`src/design/sul_pkg.sv`:
```
// Shared types and codes for the sorted unique list unit.
package sul_pkg;

  localparam logic [1:0] OP_ADD      = 2'd0;
  localparam logic [1:0] OP_REMOVE   = 2'd1;
  localparam logic [1:0] OP_INDEX_OF = 2'd2;

  localparam logic [1:0] ST_OK   = 2'd0;
  localparam logic [1:0] ST_MISS = 2'd1;
  localparam logic [1:0] ST_FULL = 2'd2;

  localparam int POS_W = 9;

  typedef struct packed {
    logic [1:0]         opcode;
    logic signed [63:0] key_value;
  } req_t;

  typedef struct packed {
    logic [1:0]       status;
    logic [POS_W-1:0] position;
  } res_t;

  typedef struct packed {
    logic       load;
    logic       probe;
    logic       compare;
    logic       shift_init;
    logic       shift_wr;
    logic       commit;
    logic       finish;
    logic [1:0] fin_status;
  } dp_cmd_t;

  typedef struct packed {
    logic [1:0] op;
    logic       search_done;
    logic       found;
    logic       full;
    logic       shift_more;
  } dp_stat_t;

endpackage

```
`src/design/sul_controller.sv`:
```
// Controller: sequences search, shift and commit steps for one request.
module sul_controller (
  input  logic              clk,
  input  logic              rst,
  input  logic              start,
  input  sul_pkg::dp_stat_t stat,
  output sul_pkg::dp_cmd_t  cmd,
  output logic              busy
);
  import sul_pkg::*;

  typedef enum logic [6:0] {
    S_IDLE     = 7'b0000001,
    S_PROBE    = 7'b0000010,
    S_COMPARE  = 7'b0000100,
    S_DECIDE   = 7'b0001000,
    S_SHIFT_RD = 7'b0010000,
    S_SHIFT_WR = 7'b0100000,
    S_COMMIT   = 7'b1000000
  } state_t;

  state_t state;
  state_t state_next;

  assign busy = (state != S_IDLE);

  always_comb begin
    state_next     = state;
    cmd            = '0;
    cmd.fin_status = ST_MISS;
    case (state)
      S_IDLE: begin
        if (start) begin
          cmd.load   = 1'b1;
          state_next = S_PROBE;
        end
      end
      S_PROBE: begin
        if (stat.search_done) begin
          state_next = S_DECIDE;
        end else begin
          cmd.probe  = 1'b1;
          state_next = S_COMPARE;
        end
      end
      S_COMPARE: begin
        cmd.compare = 1'b1;
        state_next  = S_PROBE;
      end
      S_DECIDE: begin
        case (stat.op)
          OP_ADD: begin
            if (stat.found) begin
              cmd.finish = 1'b1;
              state_next = S_IDLE;
            end else if (stat.full) begin
              cmd.finish     = 1'b1;
              cmd.fin_status = ST_FULL;
              state_next     = S_IDLE;
            end else begin
              cmd.shift_init = 1'b1;
              state_next     = S_SHIFT_RD;
            end
          end
          OP_REMOVE: begin
            if (stat.found) begin
              cmd.shift_init = 1'b1;
              state_next     = S_SHIFT_RD;
            end else begin
              cmd.finish = 1'b1;
              state_next = S_IDLE;
            end
          end
          OP_INDEX_OF: begin
            cmd.finish     = 1'b1;
            cmd.fin_status = stat.found ? ST_OK : ST_MISS;
            state_next     = S_IDLE;
          end
          default: begin
            cmd.finish = 1'b1;
            state_next = S_IDLE;
          end
        endcase
      end
      S_SHIFT_RD: begin
        // read address follows the shift pointer; stop once the gap is reached
        state_next = stat.shift_more ? S_SHIFT_WR : S_COMMIT;
      end
      S_SHIFT_WR: begin
        cmd.shift_wr = 1'b1;
        state_next   = S_SHIFT_RD;
      end
      S_COMMIT: begin
        cmd.commit     = 1'b1;
        cmd.finish     = 1'b1;
        cmd.fin_status = ST_OK;
        state_next     = S_IDLE;
      end
      default: begin
        state_next = S_IDLE;
      end
    endcase
  end

  always_ff @(posedge clk) begin
    if (rst) begin
      state <= S_IDLE;
    end else begin
      state <= state_next;
    end
  end

endmodule

```
`config.mk`:
```
export PLATFORM = sky130hd
export DESIGN_NAME = sul_controller
export DESIGN_NICKNAME = d
export VERILOG_FILES = /design/src/design/sul_pkg.sv /design/src/design/sul_controller.sv
export SDC_FILE = /design/constraint.sdc
export NUM_CORES = 1
export LEC_CHECK = 0
export ABC_AREA = 1
export ABC_CLOCK_PERIOD_IN_PS = 1200
export BUFFER_PORTS_ARGS = -buffer_cell sky130_fd_sc_hd__buf_2
export CORE_AREA = 2 2 39 41
export CTS_BUF_LIST = sky130_fd_sc_hd__clkbuf_8
export DETAILED_ROUTE_END_ITERATION = 10
export DIE_AREA = 0 0 41 43
export GPL_TIMING_DRIVEN = 1
export PLACE_DENSITY = 0.66
export SLEW_MARGIN = 15
export SYNTH_ARGS = -nofsm -noshare
export SYNTH_HDL_FRONTEND = slang
export SYNTH_SLANG_ARGS = --single-unit
```
`constraint.sdc`:
```
create_clock -name clk -period 1.2 [get_ports clk]
set_input_delay 0.18 -clock clk [delete_from_list [all_inputs] [get_ports clk]]
set_output_delay 0.18 -clock clk [all_outputs]
set_load 0.02 [all_outputs]
```
# --- Word level (Yosys, flattened, before mapping) ---
# Index checks and enable logic that the tools add are counted.
totals:
  register_bits: 7
  in_bits: 9
op_classes:
  n_eq_ne: 11
  mux: 28
  reduce_logical: 1
op_table:
  columns: ["op", "count"]
  rows:
  - ["7-bit case mux with 6 select lines", 1]
  - ["7-bit two-way mux", 3]
  - ["1-bit two-way mux", 14]
  - ["7-bit case mux with 2 select lines", 1]
  - ["5-bit two-way mux", 2]
  - ["7-bit by 1-bit == test with 1-bit output, second input constant", 1]
  - ["7-bit by 2-bit == test with 1-bit output, second input constant", 1]
  - ["7-bit by 3-bit == test with 1-bit output, second input constant", 1]
  - ["7-bit by 4-bit == test with 1-bit output, second input constant", 1]
  - ["7-bit by 5-bit == test with 1-bit output, second input constant", 1]
  - ["7-bit by 6-bit == test with 1-bit output, second input constant", 1]
  - ["7-bit == test, second input constant", 1]
  - ["7-bit by 1-bit inequality test with 1-bit output, second input constant", 1]
  - ["3-bit case mux with 2 select lines", 1]
  - ["4-bit two-way mux", 1]
  - ["1-bit case mux with 2 select lines", 2]
  - ["2-bit case mux with 2 select lines", 1]
  - ["3-bit two-way mux", 1]
  - ["2-bit by 1-bit == test with 1-bit output, second input constant", 1]
  - ["2-bit == test, second input constant", 1]
  - ["2-bit logical NOT", 1]
  - ["2-bit two-way mux", 1]
  - ["2-bit inequality test, second input constant", 1]

# --- Depth between registers and ports, before layout ---
# Gate-level depths: netlist (run 1).
depth:
  ltp_word: 4
  ltp_mapped: 7
  ltp_nobuf: 7

# --- Least setup slack after synthesis (run 1) ---
# No wires, ideal clock.
synth_path:
  kind: "register -> output"
  from: "reg state[0]"
  to: "out cmd[0] in the netlist's numbering"
  t_arrival_ps: 1159
  path_buffers: 0
  setup_slack_ps: -139
  path_stages_with_launch: 7
  t_required_ps: 1020
  cell_sequence: "dfxtp_1 -> nor2_2 -> nand2_1 -> nor3_2 -> inv_1 -> o21ai_0 -> nor2_1"
synth_rtl:
  columns: ["item", "line_no", "rtl"]
  rows:
  - ["start, declared", "sul_controller.sv:22", "state_t state;"]
  - ["start signal, assigned", "sul_controller.sv:109", "state <= state_next;"]
  - ["end, declared", "sul_controller.sv:7", "output sul_pkg::dp_cmd_t cmd,"]

==> results of run 1 <==
[logic make-up (layout without fill, tap and decap cells)]
| kind of cell | after synthesis | count (layout) | synth area share |
|---|---|---|---|
| DFF | 7 | 7 | 0.288 |
| buffers and inverters | 19 | 52 | 0.147 |
| and+or+nand+nor | 48 | 48 | 0.532 |
| AOI/OAI and AO/OA | 3 | 3 | 0.0334 |
[per-stage QoR]
step	area [um2]	total power, mW	setup slack [ns]
detailed placement	653	0.478	-0.118
global route	878	0.972	-0.364
finish	878	0.922	-0.309
CTS	803	0.876	-0.288
floorplan	498	0.402	-0.0669
global placement	653	0.478	-0.0999
[cell type report]
cell class / count / share of cell area
Timing Repair Buffer: 29 / 0.262
Clock inverter: 1 / 0.00427
Multi-Input combinational cell: 51 / 0.409
Sequential cell: 7 / 0.171
Clock buffer: 3 / 0.0470
Tap cell: 16 / 0.0228
Inverter: 19 / 0.0840
[metal layers]
metal / GRT usage / vias up
li1: - / 296
met1: 0.186 / 258
met2: 0.244 / 20
met3: 0.0314 / 5
met4: 0.107 / 0
met5: 0 / -
[synthesized netlist by cell type, drive strengths merged]
library cell | n | area share
nand2 | 14 | 0.11
a21oi | 1 | 0.010
inv | 19 | 0.15
nand3 | 7 | 0.098
or2 | 1 | 0.013
o22ai | 1 | 0.013
nand4 | 1 | 0.013
nor2 | 20 | 0.19
o21ai | 1 | 0.010
nor3b | 1 | 0.026
dfxtp | 7 | 0.29
nor3 | 4 | 0.085
[worst max-delay path: stages, from the launching register on]
cell and delay (ns):
dfxtp_4 0.35, nor2_4 0.14, buf_6 0.12, buf_6 0.09, nand2_4 0.05, nor3_4 0.20, buf_6 0.14
[report_power, final]
group,switching (mW),total (mW),internal (mW)
logic,0.176,0.332,0.156
clock network,0.104,0.325,0.221
registers,0.0169,0.265,0.248
[how the worst min path moves through the flow]
stage               slack (ns)       end  cells past startpoint  startpoint
global placement          0.36  state[6]                      2     stat[0]
global route              0.11  state[6]                      2     stat[0]
floorplan                 0.25  state[1]                      1         rst
finish                    0.12  state[6]                      2     stat[0]
CTS                       0.11  state[6]                      2     stat[0]
detailed placement        0.36  state[6]                      2     stat[0]
[what timing repair did]
action	CTS	global route
hold endpoints to repair	0	0
pin swaps	8	6
buffers inserted	4	1
endpoints found under the setup margin	11	15
gates resized for setup	26	22
==> flow_metrics.tcl, run 1 <==
set metrics [dict create \
    drt-met1-wl_um 481 \
    ctsRootBufferMaster "clkbuf_8" \
    power_density_mw_per_mm2 1050 \
    row_count 14 \
    crit_path_start_kind "flop" \
    wl_met3_um 76 \
    ant_nets 0 \
    first_global_vias 508 \
    layout_common_cells "inv_1, nand2_1, nor2_1, buf_2, buf_6" \
    diodes 0 \
    synth_nets 86 \
    end_kind "output port" \
    die_w_um 41 \
    setup-tns-final_ns -2.43 \
    clock_path_buffers 2 \
    drive_gt1_frac 0.600 \
    crit_required_ns 1.02 \
    ir_drop_mv 0.728 \
    dpl.hpwl_um 852 \
    nets 120 \
    drcViolationCount 0 \
    reg2reg_slack_ns -0.07 \
    syn2layout_area_growth_pct 80.5 \
    fillerInstances 111 \
    num_io_pins 19 \
    path_max_fanout 3 \
    dp_cells 117 \
    leakagePower_nw 0.440 \
    utilization 0.635 \
    dr.pass1.iters 2 \
    rr_worst_depth 7 \
    grt_max_degree 5 \
    final_common_cell "inv_1" \
    slew_violations 0 \
    clock_skew_ns 0.000938 \
    clock_latency_ns 0.23 \
    multi_input_area_um2 359 \
    wl_per_cell_um 9.98 \
    cts_tree "built" \
    grt_antenna_before_repair 0 \
    r2r_start "state[2]" \
    portBuffers 18 \
    cts-buffers-inserted 3 \
    dieArea_mm2 0.00176 \
    htree_levels 1 \
    reg2reg_to "state[1]" \
    register_area_um2 150 \
    globalRouteOverflowTotal 0 \
    crit_path_start "state[2]" \
    drt_iter0_markers 8 \
    outcome "finished, violations left" \
    min_period_ns 1.51 \
    hold_viol_final 0 \
    num_vias 579 \
    syn_avg_cell_area_um2 6.32 \
    rsz0062_at_grt "true" \
    synth_seq_area_share 0.288 \
    stdcell_count 126 \
    gp_congestion 0.771 \
    grt_usage 0.158 \
    finalCritPeriodShare 1.26 \
    tightest_slew_ns 0.215 \
    die-height_um 43 \
    synth_seq_cells 7 \
    violations "negative setup slack" \
    ctsHoldBuffers 0 \
    synthCells 77 \
    start_util 0.352 \
    fmax_mhz 663 \
    slew_headroom 0.856 \
    arrival_ns 1.33 \
    reg_top3 "state: 7 flops" \
    synth_cell_types 18 \
    top_layer "met4" \
    clock-sinks 7 \
    grt_pass1_wl_um 1870 \
    yosys_warnings 0 \
    regMostFlops "state" \
    cts.clk_slew.worst_paths_ns 0.04 \
    wirelength_um 1260 \
    setup_ws_ns -0.309 \
    holdWs_ns 0.118 \
    core_mm2 0.00138 \
    mappedNetlistArea_um2 487 \
    cap_violations 0 \
    wl_met2_um 649 \
    endpoint "cmd[7]" \
    hp-class "primary input to flop" \
    setup_viol 14 \
    routed_via_density 4.60 \
    path_class "flop to output port" \
    largest_reg_flops 7 \
]
Note: power is estimated with default switching activity, not from simulation.
==> inputs of run 2 (changes only) <==
--- a/config.mk
+++ b/config.mk
@@ -6,10 +6,11 @@
 export NUM_CORES = 1
 export LEC_CHECK = 0
 export ABC_AREA = 1
-export ABC_CLOCK_PERIOD_IN_PS = 1200
+export ABC_CLOCK_PERIOD_IN_PS = 1700
 export BUFFER_PORTS_ARGS = -buffer_cell sky130_fd_sc_hd__buf_2
 export CORE_AREA = 2 2 39 41
-export CTS_BUF_LIST = sky130_fd_sc_hd__clkbuf_8
+export CTS_BUF_LIST = sky130_fd_sc_hd__clkbuf_2
+export CTS_CLUSTER_SIZE = 30
 export DETAILED_ROUTE_END_ITERATION = 10
 export DIE_AREA = 0 0 41 43
 export GPL_TIMING_DRIVEN = 1
==> constraint.sdc (replaced) <==
create_clock -name clk -period 1.7 [get_ports clk]
set_input_delay 0.255 -clock clk [delete_from_list [all_inputs] [get_ports clk]]
set_output_delay 0.255 -clock clk [all_outputs]
set_load 0.02 [all_outputs]
==> flow_metrics.tcl, run 2 (synthesis results as in run 1) <==
set metrics [dict create \
    diodes 0 \
    clock-sinks 7 \
    slew_headroom 0.873 \
    hp-class "primary input to flop" \
    dpl.hpwl_um 819 \
    drcViolationCount 0 \
    clock_skew_ns 0.000880 \
    top_layer "met3" \
    cts_tree "built" \
    path_max_fanout 4 \
    swShare 0.354 \
    syn2layout_area_growth_pct 31.9 \
    gp_congestion 0.756 \
    cp.depth 8 \
    setup_viol 0 \
    htree_levels 1 \
    p_comb_frac 0.302 \
    grt_max_degree 6 \
    wl_per_cell_um 8.72 \
    ir_drop_mv 0.348 \
    cts.clk_slew.worst_paths_ns 0.07 \
    drive_gt1_frac 0.410 \
    pwr-share-seq 0.424 \
    grt_pass1_wl_um 1660 \
    path_class "flop to output port" \
    outcome "finished clean" \
    ant_nets 0 \
    post_dp_cell_area_um2 597 \
    cpMostUsedCell "nor2_1" \
    finalCritPeriodShare 0.953 \
    crit_path_start_kind "flop" \
    ctsRootBufferMaster "clkbuf_2" \
    drt-met1-wl_um 465 \
    stdcell_count 116 \
    crit_required_ns 1.44 \
    final_common_cell "buf_2" \
    end_kind "output port" \
    setup_ws_ns 0.0803 \
    portBuffers 18 \
    critPathMaxStageDelay_ns 0.36 \
    dr.pass1.iters 4 \
    hold_viol_final 0 \
    nets 110 \
    rr_worst_depth 5 \
    dp_cells 111 \
    routed_via_density 4.40 \
    row_count 14 \
    start_util 0.352 \
    die-height_um 43 \
    die_w_um 41 \
    fmax_mhz 617 \
    arrival_ns 1.36 \
    cts-buffers-inserted 3 \
    dieArea_mm2 0.00176 \
    num_vias 510 \
    power_density_mw_per_mm2 692 \
    grt_usage 0.135 \
    slowest_stage "dfxtp_2" \
    leakagePower_nw 0.357 \
    ctsHoldBuffers 0 \
    p_switching_uw 157 \
    min_period_ns 1.62 \
    cap_violations 0 \
    wirelength_um 1010 \
    wl_met2_um 493 \
    clock_power_share 0.274 \
    reg_top3 "state: 7 flops" \
    clock_latency_ns 0.22 \
    path_delay_family "simple AND/OR/NAND/NOR gates" \
    grt_antenna_before_repair 0 \
    finalPower_uw 444 \
    fillerInstances 138 \
    largest_reg_flops 7 \
    drt_iter0_markers 6 \
    fin_area_um2 642 \
    crit_chain "inv_1 > nor2_1 > nand2_2 > nor2_4 > inv_2 > nor3_4 > nor2_1 > buf_2" \
    tightest_slew_ns 0.190 \
    globalRouteOverflowTotal 0 \
    clock_path_buffers 2 \
    holdPathStages 2 \
    p_int_uw 287 \
    regMostFlops "state" \
    wl_met3_um 53 \
    core_mm2 0.00138 \
    first_global_vias 451 \
    layout_common_cells "buf_2, inv_1, nor2_1" \
    preCtsSetupSlack_ns 0.337 \
    timing.critical_path.buf_inv 3 \
    num_io_pins 19 \
    slew_violations 0 \
]
## run 2: changes by cell type in the layout (fill, tap and decap cells not counted), moves of 3 or more
cell | before | now
buf_6 | 10 | 0
buf_2 | 10 | 18
buf_4 | 9 | 1
nor2_1 | 10 | 15
clkbuf_2 | 0 | 4
clkbuf_8 | 3 | 0
inv_1 | 12 | 15
inv_2 | 7 | 4
nor2_4 | 6 | 3
## run 2: per-layer routing
metal | vias up | GRT usage
li1 | 277 | -
met1 | 219 | 0.178
met2 | 14 | 0.209
met3 | 0 | 0.0314
met4 | 0 | 0.0400
met5 | - | 0
## run 2: final cells by class
class | count | area [um2] | share of cell area
flip-flops and latches | 7 | 143 | 0.222
well taps | 16 | 20.0 | 0.0312
repair buffers | 19 | 97.6 | 0.152
inverters | 19 | 71.3 | 0.111
multi-input cells | 51 | 290 | 0.452
clock buffers | 4 | 20.0 | 0.0312
## run 2: worst paths after layout
path                            endpoint  slack [ns]  startpoint
worst max-delay path              cmd[0]        0.08    state[3]
worst min-delay path            state[6]        0.20     stat[0]
worst max register to register  state[1]        0.61    state[6]
worst min register to register  state[5]        0.59    state[4]
## run 2: power groups by stage
stage          clock [mW]  sequential [mW]  combinational [mW]
2_1_floorplan           0            0.186              0.0934
3_3_place_gp            0            0.187               0.129
3_5_place_dp            0            0.187               0.130
4_1_cts             0.130            0.183               0.131
5_1_grt             0.141            0.190               0.154
6_report            0.122            0.188               0.134
## run 2: repair_timing
action                     4_1_cts  5_1_grt
gates resized for setup          0        7
setup buffers                    0        1
setup endpoints to repair        0        2
## run 2: metrics by stage
stage                     hold WS (ns)  TNS, ns  utilization
after floorplan                  0.325        0            -
after global placement           0.436        0        0.431
after detailed placement         0.444        0        0.431
after CTS                        0.183        0        0.446
after global routing             0.179  -0.0579        0.464
final                            0.203        0        0.464
